File: src/rtl/tss_pkg.sv
// ----------------------------------------------------------------------------
// tss_pkg
// Shared types and codes for the transfer session sequencer: phase and
// status encodings, event codes, register map and the structs passed
// between the configuration block, the sequencer core and the top level.
// ----------------------------------------------------------------------------
package tss_pkg;

    // field widths
    localparam int MODE_W    = 4;
    localparam int TIME_W    = 48;
    localparam int COUNT_W   = 16;
    localparam int LIMIT_W   = 24;
    localparam int PDATA_W   = 32;
    localparam int PADDR_W   = 4;
    localparam int REG_IDX_W = 2;

    // event codes carried on mode
    localparam logic [MODE_W-1:0] MODE_START     = 4'd0;
    localparam logic [MODE_W-1:0] MODE_LINK_UP   = 4'd1;
    localparam logic [MODE_W-1:0] MODE_LINK_DOWN = 4'd2;
    localparam logic [MODE_W-1:0] MODE_BACK      = 4'd3;
    localparam logic [MODE_W-1:0] MODE_TICK      = 4'd4;
    localparam logic [MODE_W-1:0] MODE_CONFIRM   = 4'd5;
    localparam logic [MODE_W-1:0] MODE_CHUNK_ACK = 4'd6;
    localparam logic [MODE_W-1:0] MODE_PAIR_IN   = 4'd7;
    localparam logic [MODE_W-1:0] MODE_SET_TOTAL = 4'd8;

    // register indexes (byte address 4*index)
    localparam logic [REG_IDX_W-1:0] REG_CONFIRM_TIMEOUT = 2'd0;
    localparam logic [REG_IDX_W-1:0] REG_DONE_HOLD       = 2'd1;
    localparam logic [REG_IDX_W-1:0] REG_ERROR_HOLD      = 2'd2;

    // register reset values
    localparam logic [LIMIT_W-1:0] CONFIRM_TIMEOUT_RST = 24'd30000;
    localparam logic [LIMIT_W-1:0] DONE_HOLD_RST       = 24'd3000;
    localparam logic [LIMIT_W-1:0] ERROR_HOLD_RST      = 24'd3000;

    // session phase
    typedef enum logic [2:0] {
        PH_IDLE    = 3'd0,
        PH_LINK    = 3'd1,
        PH_INPUT   = 3'd2,
        PH_CONFIRM = 3'd3,
        PH_SENDING = 3'd4,
        PH_DONE    = 3'd5,
        PH_ERROR   = 3'd6
    } phase_t;

    // outcome of a pairing input event
    typedef enum logic [2:0] {
        ST_NONE        = 3'd0,
        ST_WRONG_STATE = 3'd1,
        ST_ACCEPTED    = 3'd2,
        ST_LOCKED      = 3'd3,
        ST_REJECTED    = 3'd4
    } status_t;

    // one request as held in the input register
    typedef struct packed {
        logic [MODE_W-1:0]  mode;
        logic [TIME_W-1:0]  now_ms;
        logic               code_expired;
        logic               code_matches;
        logic               code_locked;
        logic [COUNT_W-1:0] chunk_total;
    } item_t;

    // one result as held in the output register
    typedef struct packed {
        logic    changed;
        phase_t  state_now;
        status_t input_status;
        logic    make_code;
    } result_t;

    // timing limits from the register block
    typedef struct packed {
        logic [LIMIT_W-1:0] confirm_timeout_ms;
        logic [LIMIT_W-1:0] done_hold_ms;
        logic [LIMIT_W-1:0] error_hold_ms;
    } cfg_t;

endpackage

File: src/rtl/transfer_session_sequencer.sv
// ----------------------------------------------------------------------------
// transfer_session_sequencer
// Seven-phase transfer session sequencer, one timestamped event per request.
// ----------------------------------------------------------------------------
// Usage:
//   Events enter on the in_valid/in_ready channel (mode, now_ms, pairing
//   flags, chunk_total); each event yields exactly one result on the
//   out_valid/out_ready channel (changed, state_now, input_status,
//   make_code), in order.
//   An accepted request is held in the input register; the session state
//   and the output register update together when it advances, which waits
//   while a result is held in the output register and out_ready is low.
//   Throughput is one request per cycle while out_ready is high; the state
//   update is a single pass of compare, 48-bit subtract and counter logic
//   between the input and output registers.
//   When out_ready is low the output register holds its result and the
//   input register takes one more request, then in_ready drops until the
//   result is taken.
//   Reset (rst_n low) empties both registers, puts the session in idle with
//   cleared counts and entry time, and loads the default timing limits.
//   The user writes the timing limits over the APB port only while no
//   request is in flight; the block makes no check. pready is always high.
// ----------------------------------------------------------------------------
module transfer_session_sequencer
    import tss_pkg::*;
(
    input  logic               clk,
    input  logic               rst_n,
    // event channel
    input  logic               in_valid,
    output logic               in_ready,
    input  logic [MODE_W-1:0]  mode,
    input  logic [TIME_W-1:0]  now_ms,
    input  logic               code_expired,
    input  logic               code_matches,
    input  logic               code_locked,
    input  logic [COUNT_W-1:0] chunk_total,
    // result channel
    output logic               out_valid,
    input  logic               out_ready,
    output logic               changed,
    output logic [2:0]         state_now,
    output logic [2:0]         input_status,
    output logic               make_code,
    // configuration port
    input  logic               psel,
    input  logic               penable,
    input  logic               pwrite,
    input  logic [PADDR_W-1:0] paddr,
    input  logic [PDATA_W-1:0] pwdata,
    output logic [PDATA_W-1:0] prdata,
    output logic               pready
);

    logic    in_valid_reg;
    logic    in_valid_next;
    item_t   item_reg;
    logic    out_valid_reg;
    logic    out_valid_next;
    result_t res_reg;
    result_t res;
    cfg_t    cfg;
    logic    advance;
    logic    in_take;

    // register block
    tss_cfg u_cfg (
        .clk     (clk),
        .rst_n   (rst_n),
        .psel    (psel),
        .penable (penable),
        .pwrite  (pwrite),
        .paddr   (paddr),
        .pwdata  (pwdata),
        .prdata  (prdata),
        .pready  (pready),
        .cfg     (cfg)
    );

    // session state machine
    tss_core u_core (
        .clk   (clk),
        .rst_n (rst_n),
        .step  (advance),
        .item  (item_reg),
        .cfg   (cfg),
        .res   (res)
    );

    // handshake control
    assign advance  = in_valid_reg && (!out_valid_reg || out_ready);
    assign in_ready = !in_valid_reg || advance;
    assign in_take  = in_valid && in_ready;

    always_comb
    begin
        in_valid_next = in_valid_reg;
        if (in_take)
        begin
            in_valid_next = 1'b1;
        end
        else if (advance)
        begin
            in_valid_next = 1'b0;
        end
    end

    always_comb
    begin
        out_valid_next = out_valid_reg;
        if (advance)
        begin
            out_valid_next = 1'b1;
        end
        else if (out_ready)
        begin
            out_valid_next = 1'b0;
        end
    end

    // valid flags
    always_ff @(posedge clk or negedge rst_n)
    begin
        if (!rst_n)
        begin
            in_valid_reg  <= 1'b0;
            out_valid_reg <= 1'b0;
        end
        else
        begin
            in_valid_reg  <= in_valid_next;
            out_valid_reg <= out_valid_next;
        end
    end

    // input request register
    always_ff @(posedge clk)
    begin
        if (in_take)
        begin
            item_reg.mode         <= mode;
            item_reg.now_ms       <= now_ms;
            item_reg.code_expired <= code_expired;
            item_reg.code_matches <= code_matches;
            item_reg.code_locked  <= code_locked;
            item_reg.chunk_total  <= chunk_total;
        end
    end

    // result register
    always_ff @(posedge clk)
    begin
        if (advance)
        begin
            res_reg <= res;
        end
    end

    assign out_valid    = out_valid_reg;
    assign changed      = res_reg.changed;
    assign state_now    = res_reg.state_now;
    assign input_status = res_reg.input_status;
    assign make_code    = res_reg.make_code;

endmodule

File: src/rtl/tss_cfg.sv
// ----------------------------------------------------------------------------
// tss_cfg
// APB-style register block holding the three timing limits.
// ----------------------------------------------------------------------------
module tss_cfg
    import tss_pkg::*;
(
    input  logic               clk,
    input  logic               rst_n,
    input  logic               psel,
    input  logic               penable,
    input  logic               pwrite,
    input  logic [PADDR_W-1:0] paddr,
    input  logic [PDATA_W-1:0] pwdata,
    output logic [PDATA_W-1:0] prdata,
    output logic               pready,
    output cfg_t               cfg
);

    logic [LIMIT_W-1:0]   confirm_timeout_reg;
    logic [LIMIT_W-1:0]   done_hold_reg;
    logic [LIMIT_W-1:0]   error_hold_reg;
    logic [REG_IDX_W-1:0] reg_idx;
    logic                 wr_en;

    assign pready  = 1'b1;
    assign reg_idx = paddr[PADDR_W-1:2];
    assign wr_en   = psel && penable && pwrite;

    // register writes in the access phase
    always_ff @(posedge clk or negedge rst_n)
    begin
        if (!rst_n)
        begin
            confirm_timeout_reg <= CONFIRM_TIMEOUT_RST;
            done_hold_reg       <= DONE_HOLD_RST;
            error_hold_reg      <= ERROR_HOLD_RST;
        end
        else if (wr_en)
        begin
            if (reg_idx == REG_CONFIRM_TIMEOUT)
            begin
                confirm_timeout_reg <= pwdata[LIMIT_W-1:0];
            end
            if (reg_idx == REG_DONE_HOLD)
            begin
                done_hold_reg <= pwdata[LIMIT_W-1:0];
            end
            if (reg_idx == REG_ERROR_HOLD)
            begin
                error_hold_reg <= pwdata[LIMIT_W-1:0];
            end
        end
    end

    // read data mux, unmapped addresses read zero
    always_comb
    begin
        prdata = '0;
        unique case (reg_idx)
            REG_CONFIRM_TIMEOUT: prdata = {{(PDATA_W-LIMIT_W){1'b0}}, confirm_timeout_reg};
            REG_DONE_HOLD:       prdata = {{(PDATA_W-LIMIT_W){1'b0}}, done_hold_reg};
            REG_ERROR_HOLD:      prdata = {{(PDATA_W-LIMIT_W){1'b0}}, error_hold_reg};
            default:             prdata = '0;
        endcase
    end

    assign cfg.confirm_timeout_ms = confirm_timeout_reg;
    assign cfg.done_hold_ms       = done_hold_reg;
    assign cfg.error_hold_ms      = error_hold_reg;

endmodule

File: src/rtl/tss_core.sv
// ----------------------------------------------------------------------------
// tss_core
// Session state machine: phase, entry timestamp and chunk counters, updated
// once per request, with the result computed from the same request.
// ----------------------------------------------------------------------------
module tss_core
    import tss_pkg::*;
(
    input  logic    clk,
    input  logic    rst_n,
    input  logic    step,
    input  item_t   item,
    input  cfg_t    cfg,
    output result_t res
);

    phase_t             phase_reg;
    phase_t             phase_next;
    logic [TIME_W-1:0]  entered_at_reg;
    logic [TIME_W-1:0]  entered_at_next;
    logic [COUNT_W-1:0] sent_count_reg;
    logic [COUNT_W-1:0] sent_count_next;
    logic [COUNT_W-1:0] total_count_reg;
    logic [COUNT_W-1:0] total_count_next;

    logic [LIMIT_W-1:0] limit;
    logic [TIME_W-1:0]  age;
    logic               timed_out;
    logic [COUNT_W-1:0] sent_inc;

    // time since the phase was entered, against the limit of this phase
    always_comb
    begin
        unique case (phase_reg)
            PH_CONFIRM: limit = cfg.confirm_timeout_ms;
            PH_DONE:    limit = cfg.done_hold_ms;
            default:    limit = cfg.error_hold_ms;
        endcase
    end

    assign age       = item.now_ms - entered_at_reg;
    assign timed_out = (age >= {{(TIME_W-LIMIT_W){1'b0}}, limit});

    // saturating chunk count
    assign sent_inc = (sent_count_reg == {COUNT_W{1'b1}}) ? sent_count_reg
                                                         : sent_count_reg + 1'b1;

    // next state
    always_comb
    begin
        phase_next       = phase_reg;
        entered_at_next  = entered_at_reg;
        sent_count_next  = sent_count_reg;
        total_count_next = total_count_reg;
        priority if (item.mode == MODE_LINK_DOWN)
        begin
            if (phase_reg != PH_IDLE)
            begin
                phase_next      = PH_ERROR;
                entered_at_next = item.now_ms;
            end
        end
        else if (item.mode == MODE_BACK)
        begin
            if (phase_reg != PH_SENDING && phase_reg != PH_IDLE)
            begin
                phase_next       = PH_IDLE;
                entered_at_next  = item.now_ms;
                sent_count_next  = '0;
                total_count_next = '0;
            end
        end
        else if (item.mode == MODE_PAIR_IN)
        begin
            if (phase_reg == PH_INPUT)
            begin
                if (item.code_matches)
                begin
                    phase_next      = PH_CONFIRM;
                    entered_at_next = item.now_ms;
                end
                else if (item.code_locked)
                begin
                    phase_next      = PH_ERROR;
                    entered_at_next = item.now_ms;
                end
            end
        end
        else if (item.mode == MODE_SET_TOTAL)
        begin
            total_count_next = item.chunk_total;
        end
        else
        begin
            unique case (phase_reg)
                PH_IDLE:
                begin
                    if (item.mode == MODE_START)
                    begin
                        phase_next      = PH_LINK;
                        entered_at_next = item.now_ms;
                    end
                end
                PH_LINK:
                begin
                    if (item.mode == MODE_LINK_UP)
                    begin
                        phase_next      = PH_INPUT;
                        entered_at_next = item.now_ms;
                    end
                end
                PH_INPUT:
                begin
                    if (item.mode == MODE_TICK && item.code_expired)
                    begin
                        phase_next      = PH_ERROR;
                        entered_at_next = item.now_ms;
                    end
                end
                PH_CONFIRM:
                begin
                    if (item.mode == MODE_CONFIRM)
                    begin
                        phase_next      = PH_SENDING;
                        entered_at_next = item.now_ms;
                        sent_count_next = '0;
                    end
                    else if (item.mode == MODE_TICK && timed_out)
                    begin
                        phase_next      = PH_ERROR;
                        entered_at_next = item.now_ms;
                    end
                end
                PH_SENDING:
                begin
                    if (item.mode == MODE_CHUNK_ACK)
                    begin
                        sent_count_next = sent_inc;
                        if (sent_inc >= total_count_reg)
                        begin
                            phase_next      = PH_DONE;
                            entered_at_next = item.now_ms;
                        end
                    end
                end
                PH_DONE, PH_ERROR:
                begin
                    if (item.mode == MODE_TICK && timed_out)
                    begin
                        phase_next       = PH_IDLE;
                        entered_at_next  = item.now_ms;
                        sent_count_next  = '0;
                        total_count_next = '0;
                    end
                end
                default:
                begin
                    phase_next = phase_reg;
                end
            endcase
        end
    end

    // result of this request
    always_comb
    begin
        res.changed   = (phase_next != phase_reg);
        res.state_now = phase_next;
        res.make_code = (item.mode == MODE_LINK_UP) && (phase_reg == PH_LINK);
        if (item.mode != MODE_PAIR_IN)
        begin
            res.input_status = ST_NONE;
        end
        else if (phase_reg != PH_INPUT)
        begin
            res.input_status = ST_WRONG_STATE;
        end
        else if (item.code_matches)
        begin
            res.input_status = ST_ACCEPTED;
        end
        else if (item.code_locked)
        begin
            res.input_status = ST_LOCKED;
        end
        else
        begin
            res.input_status = ST_REJECTED;
        end
    end

    // session state registers
    always_ff @(posedge clk or negedge rst_n)
    begin
        if (!rst_n)
        begin
            phase_reg       <= PH_IDLE;
            entered_at_reg  <= '0;
            sent_count_reg  <= '0;
            total_count_reg <= '0;
        end
        else if (step)
        begin
            phase_reg       <= phase_next;
            entered_at_reg  <= entered_at_next;
            sent_count_reg  <= sent_count_next;
            total_count_reg <= total_count_next;
        end
    end

`ifndef ASSERT_OFF
    // the reported phase is the one held after the request
    a_phase_follows: assert property (@(posedge clk) disable iff (!rst_n)
        step |=> phase_reg == $past(res.state_now))
        else $error("phase register does not follow reported state");

    // a code is requested only when leaving await link
    a_make_code_src: assert property (@(posedge clk) disable iff (!rst_n)
        step && res.make_code |-> phase_reg == PH_LINK && res.state_now == PH_INPUT)
        else $error("make_code outside the link-up transition");

    // accepted pairing input always lands in await confirm
    a_accept_dest: assert property (@(posedge clk) disable iff (!rst_n)
        step && res.input_status == ST_ACCEPTED |-> res.state_now == PH_CONFIRM)
        else $error("accepted pairing input did not reach await confirm");

    // nothing has been sent before the sending phase is reached
    a_sent_clear: assert property (@(posedge clk) disable iff (!rst_n)
        phase_reg == PH_IDLE || phase_reg == PH_LINK || phase_reg == PH_INPUT
        || phase_reg == PH_CONFIRM |-> sent_count_reg == '0)
        else $error("chunk count nonzero before sending");
`endif

endmodule
File: config.mk
export PLATFORM = sky130hd
export DESIGN_NAME = transfer_session_sequencer
export DESIGN_NICKNAME = d
export VERILOG_FILES = /design/src/rtl/tss_pkg.sv /design/src/rtl/transfer_session_sequencer.sv /design/src/rtl/tss_cfg.sv /design/src/rtl/tss_core.sv
export SDC_FILE = /design/constraint.sdc
export NUM_CORES = 1
export LEC_CHECK = 0
export BUFFER_PORTS_ARGS = -buffer_cell sky130_fd_sc_hd__buf_2
export CAP_MARGIN = 20
export CORE_AREA = 10 10 194 196
export CTS_CLUSTER_SIZE = 30
export DETAILED_ROUTE_END_ITERATION = 6
export DIE_AREA = 0 0 204 206
export GPL_TIMING_DRIVEN = 0
export HOLD_SLACK_MARGIN = 0.03
export PLACE_DENSITY_LB_ADDON = 0.05
export SLEW_MARGIN = 20
export SYNTH_ARGS = -nofsm -noshare
export SYNTH_HDL_FRONTEND = slang
export SYNTH_SLANG_ARGS = --single-unit
File: constraint.sdc
create_clock -name clk -period 6.45 [get_ports clk]
set_input_delay 0.3225 -clock clk [delete_from_list [all_inputs] [get_ports clk]]
set_output_delay 0.3225 -clock clk [all_outputs]
set_load 0.005 [all_outputs]
# Word level (Yosys, flattened, before mapping)
# Cells that the tools add are included.
# op_classes
n_mux	57
reduce_logical	31
add_sub_neg	2
magnitude_cmp	2
bitwise	1
shifts	0
n_eq_ne	37
n_mul	0
div_mod_pow	0
# op_table
op	n
two-way mux 48 bit	16
case mux 48 bit (6 select lines)	1
two-way mux 16 bit	12
case mux 24 bit (3 select lines)	1
two-way mux 3 bit	18
greater-or-equal comparator 48 x 24 -> 1 bit	1
case mux 16 bit (3 select lines)	1
case mux 24 bit (2 select lines)	1
subtractor 48 bit	1
!= test 5 x 1 -> 1 bit, second input constant	4
case mux 3 bit (6 select lines)	1
adder 16 x 1 -> 16 bit, second input constant	1
== test 16 bit, second input constant	1
== test 4 x 3 -> 1 bit, second input constant	4
greater-or-equal comparator 16 bit	1
AND reduction 12 bit	1
== test 3 bit, second input constant	3
!= test 3 x 1 -> 1 bit, second input constant	3
AND reduction 9 bit	1
nonzero test 3 bit	3
== test 4 x 2 -> 1 bit, second input constant	2
logical AND 1 bit	8
nonzero test 8 bit	1
== test 3 x 2 -> 1 bit, second input constant	2
29 further kinds	42
# totals
output_inout_bits	43
memories	0
latchBits	0
mem_bits_ro	0
mem_bits_rw	0
register_bits	236

# Depth between registers and ports, before layout
# logic_depth
word_depth	12
ltp_mapped	27
depth_no_buf	25

# By module
# A second synthesis with hierarchy kept.
# unflattened
cells_unflattened	1585
area_unflattened_um2	15531.1
# modules_own_cells
module	instances	cells_per_inst	area_per_inst_um2
tss_core	1	1250	9665.5
tss_cfg	1	248	3389.5
transfer_session_sequencer	1	87	2476.1

# Least setup slack after synthesis
# OpenSTA, ideal clock, no wires.
# synth_path
kind	reg-to-reg
start	reg item_reg[27] in the netlist's numbering
end	reg u_core.entered_at_reg[27]
slack_ns	1.183
t_arrival_ns	5.139
t_required_ns	6.323
path_stages_with_launch	26
synth_period_minus_slack_ns	5.267
cell_sequence	edfxtp_1 ha_1 buf_2 nand4_1 o221ai_1 inv_1 and2_1 o31ai_1 a22o_1 nor2_1 xnor2_1 ha_1 nand4_1 nor4_1 a22oi_1 nand3_1 nor4_1 nand4_1 nor4_1 nand4_1 nor4b_4 nor2_2 o311ai_4 buf_6 buf_8 mux2_1
# synth_between
elab_chain_cells	10
# synth_lines
element	line_no	text
start, declared	transfer_session_sequencer.sv:57	item_t item_reg;
subtractor 48 bit *	tss_core.sv:41	assign age = item.now_ms - entered_at_reg;
greater-or-equal comparator 48 x 24 -> 1 bit *	tss_core.sv:42	assign timed_out = (age >= {{(TIME_W-LIMIT_W){1'b0}}, limit});
logical AND 1 bit *	tss_core.sv:128, tss_core.sv:148	
two-way mux 48 bit *	-	
two-way mux 48 bit	-	
case mux 48 bit (6 select lines) *	-	
two-way mux 48 bit * (4 in a row)	-	
end signal, assigned	tss_core.sv:205	entered_at_reg <= entered_at_next;
end, declared	tss_core.sv:19	logic [TIME_W-1:0] entered_at_reg;
# Mark *: on every way between the ends. The rest lies on a longest branch, timed or not. The select of a mux whose other input is x is not followed.
# A chain may end at the register's enable or synchronous reset.

# Worst setup path in the final report
# layout_path
start	reg item_reg[19] in the netlist's numbering
end	reg u_core.entered_at_reg[40]
# The elaborated chain is that of the path after synthesis.

==> results.md <==
- Setup violations remaining at the end of the flow were counted as 0.
- Timing would allow up to approximately 160 MHz.
- The synthesized area divided by synthesized cell count is ~10 um^2.
- The analysis attributes to cell leakage a power of roughly 7.5 nW.
- Of the total synthesized cell area, the portion taken by AND, OR, NAND and NOR gates is 0.130.
- The worst path arrival time is approximately 6500 ps.
- The fraction of synthesis flops using an asynchronous set or reset pin is 0.665.
- The via count of the first global-routing pass was 12100.
- Leaving out fill and tap cells, the most frequent cell in the layout is sky130_fd_sc_hd__buf_2.
- The fraction of the mapped netlist area in adder cells is 0.0768.
- The area growth from synthesis to layout is 21.9%.
- The placement-stage cell area is about 16000 um^2.
- Of all nets on the critical path, the largest fanout is 10.
- Dividing the detail-routed wire length by the instance count gives 18.6 um.
- The number of core rows is 68.
- The number of instances in the placed design is 2056.
- The worst-case IR drop observed on VDD is ~0.22 mV.
- The first global-routing pass estimated around 65000 um of wire.
- In this run the count of I/O pins placed on the die edge is between 150 and 200.
- The worst hold path was traced through 2 stages.
- The CTS tree is yes.
- Counting cells, the worst reg-to-reg path comes to 25.
- The detailed-placement wirelength estimate is 30400 um.
- After synthesis the netlist holds a flip-flop and latch count of roughly 240.
- The Yosys step of the flow raised 0 warnings.
- The fraction of final layout cells with drive strength greater than 1 is 0.201.
- The register with the most flip-flops in the layout has slightly above 70 of them.
- The run finished with clean final reports.
- The total routing usage reported by global routing is 0.191.
- The number of diodes added for antenna fixing is 0.
- Clock tree synthesis selected as its root buffer the cell sky130_fd_sc_hd__clkbuf_16.
- The maximum level of the CTS H-tree is 1.
- For this run, the post-layout net count is approximately 1900.
- In the finished design, the share of the clock period the worst path needs comes to 0.945.
- The worst setup path is launched from a flop.
- In this run the deepest clock path goes through 3 buffers.
- After global routing, the most crowded layer is met2.
- Data on the critical path is required at its endpoint by between 6000 and 7000 ps.
- Setup repair after global routing left no endpoint under its margin.
- The count of antenna-violating nets left after detailed routing is 0.
- The number of antenna violations at the first check in global routing came to 0.
- The path class of the tightest hold or removal check is primary input to flop.
- The fraction of the mapped netlist area in compound gates was 0.170.
- The clock arrives with between 10 and 15 ps of skew.
- The die height is just over 200 um.
- The length of the first detailed-routing pass in iterations is 5.
- The via density per instance is 5.45.
- The met3 routing resource usage after global routing is 0.0281.
- The number of library cell types mapped by synthesis is 80.
- The worst setup path is captured at a flop.
- The power density of the placed cells is 429 nW/um^2.
- The CTS buffer count is 28.
- The critical path is of the flop to flop type.
- After floorplanning, the core was sized to cover 33900 um^2.
- The number of cells in the finished layout apart from fillers is 2201.
- The share of the Yosys chip area taken by registers is 0.434.
- Counting I/O delays and the setup requirement, the final critical path takes between 6000 and 7000 ps.
- After clock tree synthesis, the clock-pin slew on the worst setup and hold paths is ~60 ps.
- In the routed design, unresolved DRC markers number 0.
- The max-slew violation count is 0.
- Leaving out fill and tap cells, the most frequent cells in the layout are sky130_fd_sc_hd__buf_2 (138), sky130_fd_sc_hd__dfrtp_1 (136), sky130_fd_sc_hd__nand2_1 (116), sky130_fd_sc_hd__a21oi_1 (104), sky130_fd_sc_hd__mux2_2 (102).
- The finished cells cover about 18000 um^2.
- The post-layout total power is 7.64 mW.
- The clock latency on the worst-skew pair is 560 ps.
- The utilization after layout is 0.524.
- Of the total synthesized cell area, the portion taken by XOR and XNOR cells is 0.0270.
- At the pin with the least slew margin, the transition time is 991 ps.
- In this run, synthesis inferred between 70 and 80 flip-flops with an integrated enable.
- The headroom to the max-slew limit is 0.322.
- The starting utilization of the core area is 0.430.
- From left edge to right edge, the die measures around 200 um.
- The cell count after synthesis came out at about 1500.
- The mux cell area share after synthesis is 0.112.
- The final hold violation count was 0.
- Entering global routing, the biggest net connects 60 pins.
- The number of violations reported at the end of detailed-routing iteration 0 is between 700 and 800.
- The residual overflow from global routing is 0.
- The number of fillers in the final layout is between 3000 and 4000.
- At the end of routability-driven placement, the weighted congestion stood at between 0.8 and 0.9.
- The prevailing post-synth register cell is sky130_fd_sc_hd__dfrtp_1.
- The sequential cells in the finished layout cover a total of 6330 um^2.
- After detailed routing, the total wire length is about 41000 um.
- The total via count after detailed routing is 12000.
- Buffers placed on the I/O ports in this run total 135.
- After synthesis the cells add up to 14600 um^2.
- In the global route stage, met1 resource usage came out at 0.253.
- Clock tree synthesis found a total of roughly 240 sinks.
- The routing usage on met2 is 0.320.
- By area, the combinational part of the netlist is dominated by compound AO/OA/AOI/OAI gates.
- The max-cap check violation count is 0.
- The die area is approximately 42000 um^2.
- The area of the multi-input gates is between 7000 and 8000 um^2.
## path summary, 6_finish.rpt
check,end,startpoint,slack (ps)
worst max-delay path,u_core.entered_at_reg[40],item_reg[19],350
worst min-delay path,u_cfg.done_hold_reg[9],pwdata[9],50
worst max register to register,u_core.entered_at_reg[40],item_reg[19],350
worst min register to register,u_core.total_count_reg[12],item_reg[12],460
max in group asynchronous,u_cfg.confirm_timeout_reg[14],rst_n,5520
min in group asynchronous,in_valid_reg,rst_n,250
## Yosys cell counts (all sizes together), types with 32 or more instances
master / instances / area share
xnor2: 33 / 0.020
inv: 92 / 0.024
nand2: 116 / 0.030
a21oi: 106 / 0.037
nand3: 32 / 0.011
clkbuf: 58 / 0.015
o21ai: 91 / 0.031
nor2: 87 / 0.023
nand4: 35 / 0.015
dfrtp: 136 / 0.23
a22o: 42 / 0.025
edfxtp: 79 / 0.16
mux2: 122 / 0.094
ha: 88 / 0.075
## power breakdown
part           leakage (nW)  total [mW]  switching [mW]  internal, mW
clock                 0.420        1.49           0.627         0.867
sequential             2.66        2.20           0.230          1.97
combinational          4.45        3.94            2.31          1.63
## worst max-delay path, cell delays in order (launching register included)
cell and delay (ps):
sky130_fd_sc_hd__edfxtp_1 370, sky130_fd_sc_hd__inv_1 70, sky130_fd_sc_hd__ha_1 160, sky130_fd_sc_hd__inv_1 50, sky130_fd_sc_hd__fa_1 400, sky130_fd_sc_hd__a21o_1 190
sky130_fd_sc_hd__a221o_1 400, sky130_fd_sc_hd__a222oi_1 280, sky130_fd_sc_hd__buf_4 190, sky130_fd_sc_hd__nand2_1 160, sky130_fd_sc_hd__xor2_1 230, sky130_fd_sc_hd__ha_1 310
sky130_fd_sc_hd__nand4_1 150, sky130_fd_sc_hd__nor2_1 100, sky130_fd_sc_hd__a222oi_1 250, sky130_fd_sc_hd__nor4b_1 380, sky130_fd_sc_hd__nand4_1 190, sky130_fd_sc_hd__nor4_2 220
sky130_fd_sc_hd__nand4_1 180, sky130_fd_sc_hd__nor4b_4 300, sky130_fd_sc_hd__buf_4 180, sky130_fd_sc_hd__nor2_2 80, sky130_fd_sc_hd__o311ai_4 380, sky130_fd_sc_hd__buf_8 230
sky130_fd_sc_hd__buf_8 160, sky130_fd_sc_hd__mux2_1 330
## through the flow
step           TNS (ps)  hold slack, ps  setup slack [ps]
6_report              0            45.3               352
3_5_place_dp     -29840             251              -581
2_1_floorplan         0            26.9              1180
5_1_grt               0            33.6              17.4
3_3_place_gp     -31860             454              -598
4_1_cts               0            30.5              35.7
## cell families (layout without fill, tap and decap cells)
logic type,after synthesis,in the layout
xor gates and xnor gates,45,45
buffers and inverters,174,457
adders and majority gates,89,89
other,2,9
and+or+nand+nor,386,386
muxes,148,148
DFF,236,236
AOI/OAI and AO/OA,376,376
## metal layers
metal | up-vias | share of wire
met2 | 272 | 0.47
met3 | 57 | 0.042
met4 | 0 | 0.022
met5 | - | 0
li1 | 5896 | -
met1 | 5763 | 0.46
## layout make-up
class | instances | share of cell area
multi-input cells | 1053 | 0.428
inverters | 92 | 0.0194
well taps | 455 | 0.0320
repair buffers | 231 | 0.0948
clock buffers | 44 | 0.0462
clock inverters | 8 | 0.00218
plain buffers | 82 | 0.0219
flip-flops and latches | 236 | 0.356
## what timing repair did
action | 4_1_cts | 5_1_grt
resized for setup | 5 | 11
gates cloned | 0 | 0
pin swaps | 2 | 3
hold buffers | 88 | 0
setup buffers | 4 | 1
endpoints found under the hold margin | 160 | 0
setup endpoints to repair | 76 | 75
No activity file was read; power rests on OpenSTA's default activity.
